**src/sv/scd_pkg.sv**
```systemverilog
package scd_pkg;

    localparam int PIXELS_PER_ROW       = 8;
    localparam int PIXEL_W              = 8;
    localparam int ROW_W                = PIXELS_PER_ROW * PIXEL_W;
    localparam int ROW_SAD_W            = 11;
    localparam int BLOCK_SAD_W          = 14;
    localparam int PERCENT_W            = 7;
    localparam int COUNT_OUT_W          = 18;
    localparam int CFG_INDEX_W          = 2;
    localparam int CFG_DATA_W           = 14;

    localparam int DEF_MAX_FRAME_BLOCKS = 131072;
    localparam int ROW_QUEUE_DEPTH      = 4;
    localparam int RESULT_QUEUE_DEPTH   = 4;

    localparam logic [BLOCK_SAD_W-1:0] BLOCK_SAD_MAX       = 14'd16383;
    localparam logic [BLOCK_SAD_W-1:0] BLOCK_SAD_LIMIT_RST = 14'd320;
    localparam logic [PERCENT_W-1:0]   MOTION_PERCENT_RST  = 7'd85;

    localparam logic [CFG_INDEX_W-1:0] REG_BLOCK_SAD_LIMIT      = 2'd0;
    localparam logic [CFG_INDEX_W-1:0] REG_SCENE_MOTION_PERCENT = 2'd1;

    typedef struct packed {
        logic [ROW_W-1:0] ref_row;
        logic [ROW_W-1:0] cur_row;
        logic             block_end;
        logic             frame_end;
    } in_item_t;

    typedef struct packed {
        logic                   scene_change;
        logic [COUNT_OUT_W-1:0] motion_blocks;
        logic [COUNT_OUT_W-1:0] frame_blocks;
    } out_item_t;

    typedef struct packed {
        logic [ROW_SAD_W-1:0] row_sad;
        logic                 block_end;
        logic                 frame_end;
    } row_item_t;

    typedef struct packed {
        logic [BLOCK_SAD_W-1:0] block_sad_limit;
        logic [PERCENT_W-1:0]   scene_motion_percent;
    } cfg_regs_t;

endpackage

```
**src/sv/scd_fifo.sv**
```systemverilog
module scd_fifo
#(
    parameter int WIDTH = 8,
    parameter int DEPTH = 4
)
(
    input  logic                       clk,
    input  logic                       rst_n,
    input  logic                       wr_en,
    input  logic [WIDTH-1:0]           wr_data,
    input  logic                       rd_en,
    output logic [WIDTH-1:0]           rd_data,
    output logic [$clog2(DEPTH+1)-1:0] count
);

    localparam int PTR_W = (DEPTH > 1) ? $clog2(DEPTH) : 1;
    localparam int CNT_W = $clog2(DEPTH+1);

    logic [WIDTH-1:0] mem_reg [DEPTH];
    logic [PTR_W-1:0] wr_ptr_reg;
    logic [PTR_W-1:0] wr_ptr_next;
    logic [PTR_W-1:0] rd_ptr_reg;
    logic [PTR_W-1:0] rd_ptr_next;
    logic [CNT_W-1:0] count_reg;
    logic [CNT_W-1:0] count_next;

    always_comb
    begin
        wr_ptr_next = wr_ptr_reg;
        rd_ptr_next = rd_ptr_reg;
        count_next  = count_reg;
        if (wr_en)
        begin
            wr_ptr_next = (wr_ptr_reg == PTR_W'(DEPTH-1)) ? '0 : wr_ptr_reg + 1'b1;
        end
        if (rd_en)
        begin
            rd_ptr_next = (rd_ptr_reg == PTR_W'(DEPTH-1)) ? '0 : rd_ptr_reg + 1'b1;
        end
        if (wr_en && !rd_en)
        begin
            count_next = count_reg + 1'b1;
        end
        else if (rd_en && !wr_en)
        begin
            count_next = count_reg - 1'b1;
        end
    end

    always_ff @(posedge clk or negedge rst_n)
    begin
        if (!rst_n)
        begin
            wr_ptr_reg <= '0;
            rd_ptr_reg <= '0;
            count_reg  <= '0;
        end
        else
        begin
            wr_ptr_reg <= wr_ptr_next;
            rd_ptr_reg <= rd_ptr_next;
            count_reg  <= count_next;
        end
    end

    always_ff @(posedge clk)
    begin
        if (wr_en)
        begin
            mem_reg[wr_ptr_reg] <= wr_data;
        end
    end

    assign rd_data = mem_reg[rd_ptr_reg];
    assign count   = count_reg;

endmodule

```
**src/sv/scd_front.sv**
```systemverilog
module scd_front
    import scd_pkg::*;
(
    input  logic                                 clk,
    input  logic                                 rst_n,
    input  logic                                 push,
    input  in_item_t                             item,
    output logic                                 full,
    input  logic [$clog2(ROW_QUEUE_DEPTH+1)-1:0] q_count,
    output logic                                 q_wr_en,
    output row_item_t                            q_wr_data
);

    localparam int QCNT_W = $clog2(ROW_QUEUE_DEPTH+1);

    logic [PIXEL_W-1:0]  diff_reg [PIXELS_PER_ROW];
    logic [PIXEL_W-1:0]  diff_next [PIXELS_PER_ROW];
    logic                stage_v_reg;
    logic                block_end_reg;
    logic                frame_end_reg;
    logic [QCNT_W:0]     committed;
    logic                accept;
    logic [ROW_SAD_W-1:0] sad_sum;

    assign committed = {1'b0, q_count} + {{QCNT_W{1'b0}}, stage_v_reg};
    assign full      = (committed >= (QCNT_W+1)'(ROW_QUEUE_DEPTH));
    assign accept    = push && !full;

    // per-pixel absolute difference
    always_comb
    begin
        for (int k = 0; k < PIXELS_PER_ROW; k++)
        begin
            if (item.ref_row[k*PIXEL_W +: PIXEL_W] > item.cur_row[k*PIXEL_W +: PIXEL_W])
            begin
                diff_next[k] = item.ref_row[k*PIXEL_W +: PIXEL_W]
                             - item.cur_row[k*PIXEL_W +: PIXEL_W];
            end
            else
            begin
                diff_next[k] = item.cur_row[k*PIXEL_W +: PIXEL_W]
                             - item.ref_row[k*PIXEL_W +: PIXEL_W];
            end
        end
    end

    always_ff @(posedge clk or negedge rst_n)
    begin
        if (!rst_n)
        begin
            stage_v_reg <= 1'b0;
        end
        else
        begin
            stage_v_reg <= accept;
        end
    end

    always_ff @(posedge clk)
    begin
        if (accept)
        begin
            diff_reg      <= diff_next;
            block_end_reg <= item.block_end;
            frame_end_reg <= item.frame_end;
        end
    end

    always_comb
    begin
        sad_sum = '0;
        for (int k = 0; k < PIXELS_PER_ROW; k++)
        begin
            sad_sum = sad_sum + ROW_SAD_W'(diff_reg[k]);
        end
    end

    assign q_wr_en             = stage_v_reg;
    assign q_wr_data.row_sad   = sad_sum;
    assign q_wr_data.block_end = block_end_reg;
    assign q_wr_data.frame_end = frame_end_reg;

    assert property (@(posedge clk) disable iff (!rst_n)
        q_wr_en |-> (q_count < QCNT_W'(ROW_QUEUE_DEPTH)))
    else $error("row queue written while full");

endmodule

```
**src/sv/scd_back.sv**
```systemverilog
module scd_back
    import scd_pkg::*;
#(
    parameter int MAX_FRAME_BLOCKS = DEF_MAX_FRAME_BLOCKS
)
(
    input  logic                                    clk,
    input  logic                                    rst_n,
    input  cfg_regs_t                               cfg,
    input  logic [$clog2(ROW_QUEUE_DEPTH+1)-1:0]    q_count,
    input  row_item_t                               q_rd_data,
    output logic                                    q_rd_en,
    input  logic [$clog2(RESULT_QUEUE_DEPTH+1)-1:0] out_count,
    output logic                                    out_wr_en,
    output out_item_t                               out_wr_data
);

    localparam int CNT_W  = $clog2(MAX_FRAME_BLOCKS+1);
    localparam int CMP_W  = CNT_W + PERCENT_W + 1;
    localparam int OCNT_W = $clog2(RESULT_QUEUE_DEPTH+1);
    localparam int EXT_W  = CNT_W + COUNT_OUT_W;

    function automatic logic [CNT_W-1:0] sat_inc(input logic [CNT_W-1:0] v);
        logic [CNT_W-1:0] r;
        r = (v >= CNT_W'(MAX_FRAME_BLOCKS)) ? CNT_W'(MAX_FRAME_BLOCKS) : v + 1'b1;
        return r;
    endfunction

    logic [BLOCK_SAD_W-1:0] block_sad_reg;
    logic [CNT_W-1:0]       motion_reg;
    logic [CNT_W-1:0]       blocks_reg;
    logic                   b_v_reg;
    logic [CNT_W-1:0]       b_motion_reg;
    logic [CNT_W-1:0]       b_blocks_reg;
    logic                   c_v_reg;
    logic [CNT_W-1:0]       c_motion_reg;
    logic [CNT_W-1:0]       c_blocks_reg;
    logic [CMP_W-1:0]       c_prod_reg;
    logic [CMP_W-1:0]       c_lim_reg;

    logic [OCNT_W+1:0]      out_committed;
    logic [BLOCK_SAD_W:0]   sum_ext;
    logic [BLOCK_SAD_W-1:0] sum_sat;
    logic                   close;
    logic [CNT_W-1:0]       motion_inc;
    logic [CNT_W-1:0]       blocks_inc;
    logic [EXT_W-1:0]       motion_ext;
    logic [EXT_W-1:0]       blocks_ext;

    assign out_committed = (OCNT_W+2)'(out_count) + (OCNT_W+2)'(b_v_reg)
                         + (OCNT_W+2)'(c_v_reg);
    assign q_rd_en = (q_count != '0)
                   && (out_committed < (OCNT_W+2)'(RESULT_QUEUE_DEPTH));

    always_comb
    begin
        sum_ext    = {1'b0, block_sad_reg} + (BLOCK_SAD_W+1)'(q_rd_data.row_sad);
        sum_sat    = (sum_ext > {1'b0, BLOCK_SAD_MAX}) ? BLOCK_SAD_MAX
                                                       : sum_ext[BLOCK_SAD_W-1:0];
        close      = q_rd_data.block_end || q_rd_data.frame_end;
        motion_inc = (sum_sat > cfg.block_sad_limit) ? sat_inc(motion_reg) : motion_reg;
        blocks_inc = sat_inc(blocks_reg);
    end

    always_ff @(posedge clk or negedge rst_n)
    begin
        if (!rst_n)
        begin
            block_sad_reg <= '0;
            motion_reg    <= '0;
            blocks_reg    <= '0;
            b_v_reg       <= 1'b0;
            c_v_reg       <= 1'b0;
        end
        else
        begin
            b_v_reg <= q_rd_en && q_rd_data.frame_end;
            c_v_reg <= b_v_reg;
            if (q_rd_en)
            begin
                block_sad_reg <= close ? '0 : sum_sat;
                if (q_rd_data.frame_end)
                begin
                    motion_reg <= '0;
                    blocks_reg <= '0;
                end
                else if (close)
                begin
                    motion_reg <= motion_inc;
                    blocks_reg <= blocks_inc;
                end
            end
        end
    end

    // frame totals, then threshold test without a divider:
    // motion >= (p*n+50)/100  <=>  100*motion + 50 > p*n
    always_ff @(posedge clk)
    begin
        if (q_rd_en && q_rd_data.frame_end)
        begin
            b_motion_reg <= motion_inc;
            b_blocks_reg <= blocks_inc;
        end
        if (b_v_reg)
        begin
            c_motion_reg <= b_motion_reg;
            c_blocks_reg <= b_blocks_reg;
            c_prod_reg   <= CMP_W'(cfg.scene_motion_percent) * CMP_W'(b_blocks_reg);
            c_lim_reg    <= CMP_W'(b_motion_reg) * CMP_W'(100) + CMP_W'(50);
        end
    end

    assign motion_ext = {{COUNT_OUT_W{1'b0}}, c_motion_reg};
    assign blocks_ext = {{COUNT_OUT_W{1'b0}}, c_blocks_reg};

    assign out_wr_en                  = c_v_reg;
    assign out_wr_data.scene_change   = (c_lim_reg > c_prod_reg);
    assign out_wr_data.motion_blocks  = motion_ext[COUNT_OUT_W-1:0];
    assign out_wr_data.frame_blocks   = blocks_ext[COUNT_OUT_W-1:0];

    assert property (@(posedge clk) disable iff (!rst_n)
        out_wr_en |-> (out_count < OCNT_W'(RESULT_QUEUE_DEPTH)))
    else $error("result queue written while full");

    assert property (@(posedge clk) disable iff (!rst_n)
        q_rd_en |-> (q_count != '0))
    else $error("row queue read while empty");

    assert property (@(posedge clk) disable iff (!rst_n)
        (q_rd_en && close) |=> (block_sad_reg == '0))
    else $error("block sad not cleared at block close");

    assert property (@(posedge clk) disable iff (!rst_n)
        motion_reg <= blocks_reg)
    else $error("more motion blocks than blocks");

endmodule

```
**src/sv/scene_change_sad_detector.sv**
```systemverilog
// channel   direction  handshake                 payload
// item      in         push / full               in_item_t
// result    out        pop / empty               out_item_t
// cfg       in         cfg_valid / cfg_ready     cfg_index, cfg_data
//
// one row pair per cycle while full is low; a push is written to the row queue next cycle
// a frame result passes stages b and c once its last row leaves the row queue
// rst_n is asynchronous, active low; it empties queues, zeroes counts, loads cfg defaults
// full rises when the four-entry row queue plus the in-flight row fill it
// rows drain only while the result queue has room for every frame result in flight
module scene_change_sad_detector
    import scd_pkg::*;
#(
    parameter int MAX_FRAME_BLOCKS = DEF_MAX_FRAME_BLOCKS
)
(
    input  logic                   clk,
    input  logic                   rst_n,
    input  logic                   push,
    output logic                   full,
    input  in_item_t               item,
    output logic                   empty,
    input  logic                   pop,
    output out_item_t              result,
    input  logic                   cfg_valid,
    output logic                   cfg_ready,
    input  logic [CFG_INDEX_W-1:0] cfg_index,
    input  logic [CFG_DATA_W-1:0]  cfg_data
);

    localparam int QCNT_W = $clog2(ROW_QUEUE_DEPTH+1);
    localparam int OCNT_W = $clog2(RESULT_QUEUE_DEPTH+1);

    cfg_regs_t        cfg_reg;
    logic [QCNT_W-1:0] q_count;
    logic              q_wr_en;
    row_item_t         q_wr_data;
    logic              q_rd_en;
    row_item_t         q_rd_data;
    logic [OCNT_W-1:0] out_count;
    logic              out_wr_en;
    out_item_t         out_wr_data;
    logic              out_rd_en;

    assign cfg_ready = 1'b1;

    always_ff @(posedge clk or negedge rst_n)
    begin
        if (!rst_n)
        begin
            cfg_reg.block_sad_limit      <= BLOCK_SAD_LIMIT_RST;
            cfg_reg.scene_motion_percent <= MOTION_PERCENT_RST;
        end
        else if (cfg_valid && cfg_ready)
        begin
            unique case (cfg_index)
                REG_BLOCK_SAD_LIMIT:
                begin
                    cfg_reg.block_sad_limit <= cfg_data[BLOCK_SAD_W-1:0];
                end
                REG_SCENE_MOTION_PERCENT:
                begin
                    cfg_reg.scene_motion_percent <= cfg_data[PERCENT_W-1:0];
                end
                default:
                begin
                end
            endcase
        end
    end

    scd_front u_front
    (
        .clk       (clk),
        .rst_n     (rst_n),
        .push      (push),
        .item      (item),
        .full      (full),
        .q_count   (q_count),
        .q_wr_en   (q_wr_en),
        .q_wr_data (q_wr_data)
    );

    scd_fifo
    #(
        .WIDTH ($bits(row_item_t)),
        .DEPTH (ROW_QUEUE_DEPTH)
    )
    u_row_queue
    (
        .clk     (clk),
        .rst_n   (rst_n),
        .wr_en   (q_wr_en),
        .wr_data (q_wr_data),
        .rd_en   (q_rd_en),
        .rd_data (q_rd_data),
        .count   (q_count)
    );

    scd_back
    #(
        .MAX_FRAME_BLOCKS (MAX_FRAME_BLOCKS)
    )
    u_back
    (
        .clk         (clk),
        .rst_n       (rst_n),
        .cfg         (cfg_reg),
        .q_count     (q_count),
        .q_rd_data   (q_rd_data),
        .q_rd_en     (q_rd_en),
        .out_count   (out_count),
        .out_wr_en   (out_wr_en),
        .out_wr_data (out_wr_data)
    );

    // result transfer pops the oldest frame result
    assign empty     = (out_count == '0);
    assign out_rd_en = pop && !empty;

    scd_fifo
    #(
        .WIDTH ($bits(out_item_t)),
        .DEPTH (RESULT_QUEUE_DEPTH)
    )
    u_result_queue
    (
        .clk     (clk),
        .rst_n   (rst_n),
        .wr_en   (out_wr_en),
        .wr_data (out_wr_data),
        .rd_en   (out_rd_en),
        .rd_data (result),
        .count   (out_count)
    );

endmodule
```
**config.mk**
```make
export PLATFORM = sky130hd
export DESIGN_NAME = scene_change_sad_detector
export DESIGN_NICKNAME = d
export VERILOG_FILES = /design/src/sv/scd_pkg.sv /design/src/sv/scd_fifo.sv /design/src/sv/scd_front.sv /design/src/sv/scd_back.sv /design/src/sv/scene_change_sad_detector.sv
export SDC_FILE = /design/constraint.sdc
export NUM_CORES = 1
export LEC_CHECK = 0
export BUFFER_PORTS_ARGS = -buffer_cell sky130_fd_sc_hd__buf_2
export CELL_PAD_IN_SITES_DETAIL_PLACEMENT = 0
export CELL_PAD_IN_SITES_GLOBAL_PLACEMENT = 2
export CORE_MARGIN = 3
export CORE_UTILIZATION = 46
export DETAILED_ROUTE_END_ITERATION = 10
export PLACE_DENSITY_LB_ADDON = 0.1
export SETUP_SLACK_MARGIN = 0.4
export SLEW_MARGIN = 40
export SYNTH_ARGS = -nofsm -noshare
export SYNTH_HDL_FRONTEND = slang
export SYNTH_SLANG_ARGS = --single-unit
```
**constraint.sdc**
```tcl
create_clock -name clk -period 14.12 [get_ports clk]
set_input_delay 2.824 -clock clk [delete_from_list [all_inputs] [get_ports clk]]
set_output_delay 2.824 -clock clk [all_outputs]
set_load 0.03 [all_outputs]
```
==> summary.md <==
| Metric | Value |
|---|---|
| Worst slew margin | `0.433` |
| Via density | `5.27` |
| Top cells by area, synth | `edfxtp_1 37%, ha_1 12%, fa_1 9.6%, dfrtp_1 6.5%, inv_1 5.1%` |
| Min-delay src | `u_back.c_motion_reg[14]$_DFFE_PP_` |
| Hold buffers post-CTS | `0` |
| Crit-path most repeated cell | `a21oi_1` |
| Final GP Congestion | `0.847` |
| Worst hold path type | `reg2reg` |
| Input/output buffers | `189` |
| Hold Vio Cnt, Final | `0` |
| CP delay by family, top | `simple AND/OR/NAND/NOR gates` |
| Fillers | `5862` |
| Post-route ant nets | `0` |
| CP max-delay cell | `dfrtp_2` |
| Skew-Pair Late Insertion Delay | `about 600 ps` |
| CP arrival | `around 7000 ps` |
| Most frequent cell after synthesis | `inv_1` |
| # resized after CTS | `0` |
| Kind of critical path | `reg2reg` |
| Final setup viols | `0` |
| Boundary Pins | `191` |
| Layout cells sized above 1 | `0.146` |
| Pins over their slew limit | `0` |
| Overall global routing resource usage | `0.193` |
| WL/cell | `17.8 µm` |
| Clock transition at path regs | `about 60 ps` |
| CP required | `~15000 ps` |
| Initial antenna violation count | `0` |
| Final Skew | `15.4 ps` |
| Max reg flops | `148` |
| Rows | `95` |
| Die X-Extent | `267 µm` |
| RSZ-0062 raised after global routing | `no` |
| Post-CTS Setup Bufs | `0` |
| Multi-input gate area | `15800 µm²` |
| Worst reg2reg setup slack | `roughly 7400 ps` |
| Mapped Avg Cell Area | `11.7 µm²` |
| Grt ovf | `0` |
| Clock Sinks | `about 470` |
| Die height | `~270 µm` |
| CTS tree | `built` |
| CP Launch Type | `flip-flop` |
| Distinct cells, synth | `75` |
| Synth Net Count | `roughly 3300` |
| Clock Path Buffers | `3` |
| Crit. End Element | `flip-flop` |
| Area grow syn2layout | `12.2%` |
| Leading area contributor after synthesis | `edfxtp_1` |
| Maximum number of pins on one net before global-route repair | `82` |
| Main synth FF type | `edfxtp_1` |
| Ys async rst share | `0.186` |
| Diode count | `0` |
| Post-synth EDFFs | `385` |
| Synthesis Warnings | `0` |
| Post-synthesis instance total | `2677` |
| Vias in the first global route | `21000` |
| Worst-margin pin slew | `about 850 ps` |
| Critical path fanouts, max | `19` |
| Core ar. | `67400 µm²` |
| Initial Util | `0.466` |
| R2r endpoint | `u_back.b_motion_reg[12]$_DFFE_PP_` |
| Post-synthesis cell area | `around 31000 µm²` |
| CP max stage delay | `670 ps` |
| Top post-synthesis cells by count | `430 x inv_1, 385 x edfxtp_1, 311 x ha_1` |
| Critical R2R Launch | `u_row_queue.rd_ptr_reg[0]$_DFFE_PN0P_` |
| Seq cells post-synth | `approximately 470` |
| Outcome | `finished clean` |
| Worst Path Buf+Inv | `1` |
| Clock H-tree levels | `2` |
| Router iterations before antenna repair | `7` |
| Total die area | `71400 µm²` |
| DR iter-0 viols | `907` |
| Crit path time final | `6750 ps` |
| Max_cap viols | `0` |
| First-pass GRT wire length | `roughly 110000 µm` |
| Fin crit share | `0.478` |
| Total CTS buffers | `between 50 and 60` |
| Post-DP HPWL | `51000 µm` |
| Worst path cell trace | `mux4_2, ha_1, fa_1, a21o_1, a21oi_1, o21bai_1, a31oi_1, nor2b_1, o41ai_1, buf_4, nor2_1, or2_2, ha_1, nor2b_1, o21ai_0, a21oi_1, a211oi_1, o211ai_1, nand2_1, or3_1, or3_1, a21oi_1` |
| Register Area | `13800 µm²` |
| Register area share after synthesis | `0.439` |
| Share of the synthesized area in the top cell type | `0.368` |
| Post-route setup TNS | `0 ps` |
| Clock root buffer | `clkbuf_16` |
| Drt drc | `0` |
| Vias | `19900` |
| Reg2Reg Depth | `22` |
| Final nets | `3482` |
| Hold Path End | `u_result_queue.mem_reg[1][32]$_DFFE_PP_` |
| Fmax | `between 0.1 and 0.15 GHz` |
| Hold Path Cell Cnt | `0` |
| Final WL | `around 67000 µm` |
[layer usage]
layer	wire [µm]	up-vias	global-route usage
li1	-	9722	-
met2	34600	304	0.348
met5	0	-	0
met4	1780	0	0.0547
met1	28600	9807	0.239
met3	2320	96	0.0299
[metrics by stage]
step                      setup WS [ps]  hold slack, ps  utilization  area, µm²  instances
after floorplan                    8000             456            -      31400       2677
after global placement             7220             467        0.494      33300       3689
after detailed placement           7430             483        0.495      33300       3689
after CTS                          7360             497        0.522      35200       3784
after global routing               6750             510        0.522      35200       3785
final                              7370             495        0.522      35200       3785
[final cells by class]
type	count	share of cell area
Sequential cell	473	0.391
Clock buffer	64	0.0406
Inverter	433	0.0462
Timing Repair Buffer	204	0.0307
Multi-Input combinational cell	1707	0.449
Tap cell	873	0.0310
Clock inverter	31	0.0116
[placed cells by master (no fill, tap or decap), types with 20 or more instances in the layout]
| cell | count |
|---|---|
| ha_1 | 311 |
| clkbuf_16 | 54 |
| nor2b_1 | 22 |
| a21oi_1 | 105 |
| a211oi_1 | 20 |
| nand3_1 | 32 |
| a21o_1 | 76 |
| fa_1 | 150 |
| edfxtp_1 | 385 |
| dfrtp_1 | 78 |
| inv_1 | 430 |
| mux4_2 | 50 |
| nand2_1 | 181 |
| mux2_2 | 29 |
| buf_2 | 188 |
| mux2i_1 | 43 |
| o21bai_1 | 23 |
| a22o_1 | 28 |
| nand4_1 | 24 |
| and2_1 | 49 |
| nor2_1 | 78 |
| o21ai_0 | 108 |
| xnor2_1 | 93 |
| xor2_1 | 55 |
[cell families (layout without fill, tap and decap cells)]
family / count (synthesis) / count (layout) / share of synthesized area
muxes: 122 / 122 / 0.0600
and+or+nand+nor: 500 / 500 / 0.0801
other: 1 / 1 / 0.000119
AOI/OAI and AO/OA: 474 / 474 / 0.0998
DFF: 473 / 473 / 0.439
buffers and inverters: 497 / 732 / 0.0596
xor gates and xnor gates: 149 / 149 / 0.0418
adders and majority gates: 461 / 461 / 0.220
[how the worst max path moves through the flow]
stage	endpoint	from	depth (start not counted)
final	u_back.b_motion_reg[12]$_DFFE_PP_	u_row_queue.rd_ptr_reg[0]$_DFFE_PN0P_	22
after global routing	u_back.motion_reg[15]$_DFFE_PN0P_	u_row_queue.rd_ptr_reg[0]$_DFFE_PN0P_	22
after CTS	u_back.b_motion_reg[12]$_DFFE_PP_	u_row_queue.rd_ptr_reg[0]$_DFFE_PN0P_	22
after detailed placement	u_back.b_motion_reg[15]$_DFFE_PP_	u_row_queue.rd_ptr_reg[0]$_DFFE_PN0P_	22
after global placement	u_back.b_motion_reg[15]$_DFFE_PP_	u_row_queue.rd_ptr_reg[0]$_DFFE_PN0P_	22
after floorplan	u_front.block_end_reg$_DFFE_PP_	push	2
Power is not shown: default switching activity piles up to over one toggle a cycle in this logic, so the estimate is an artifact.
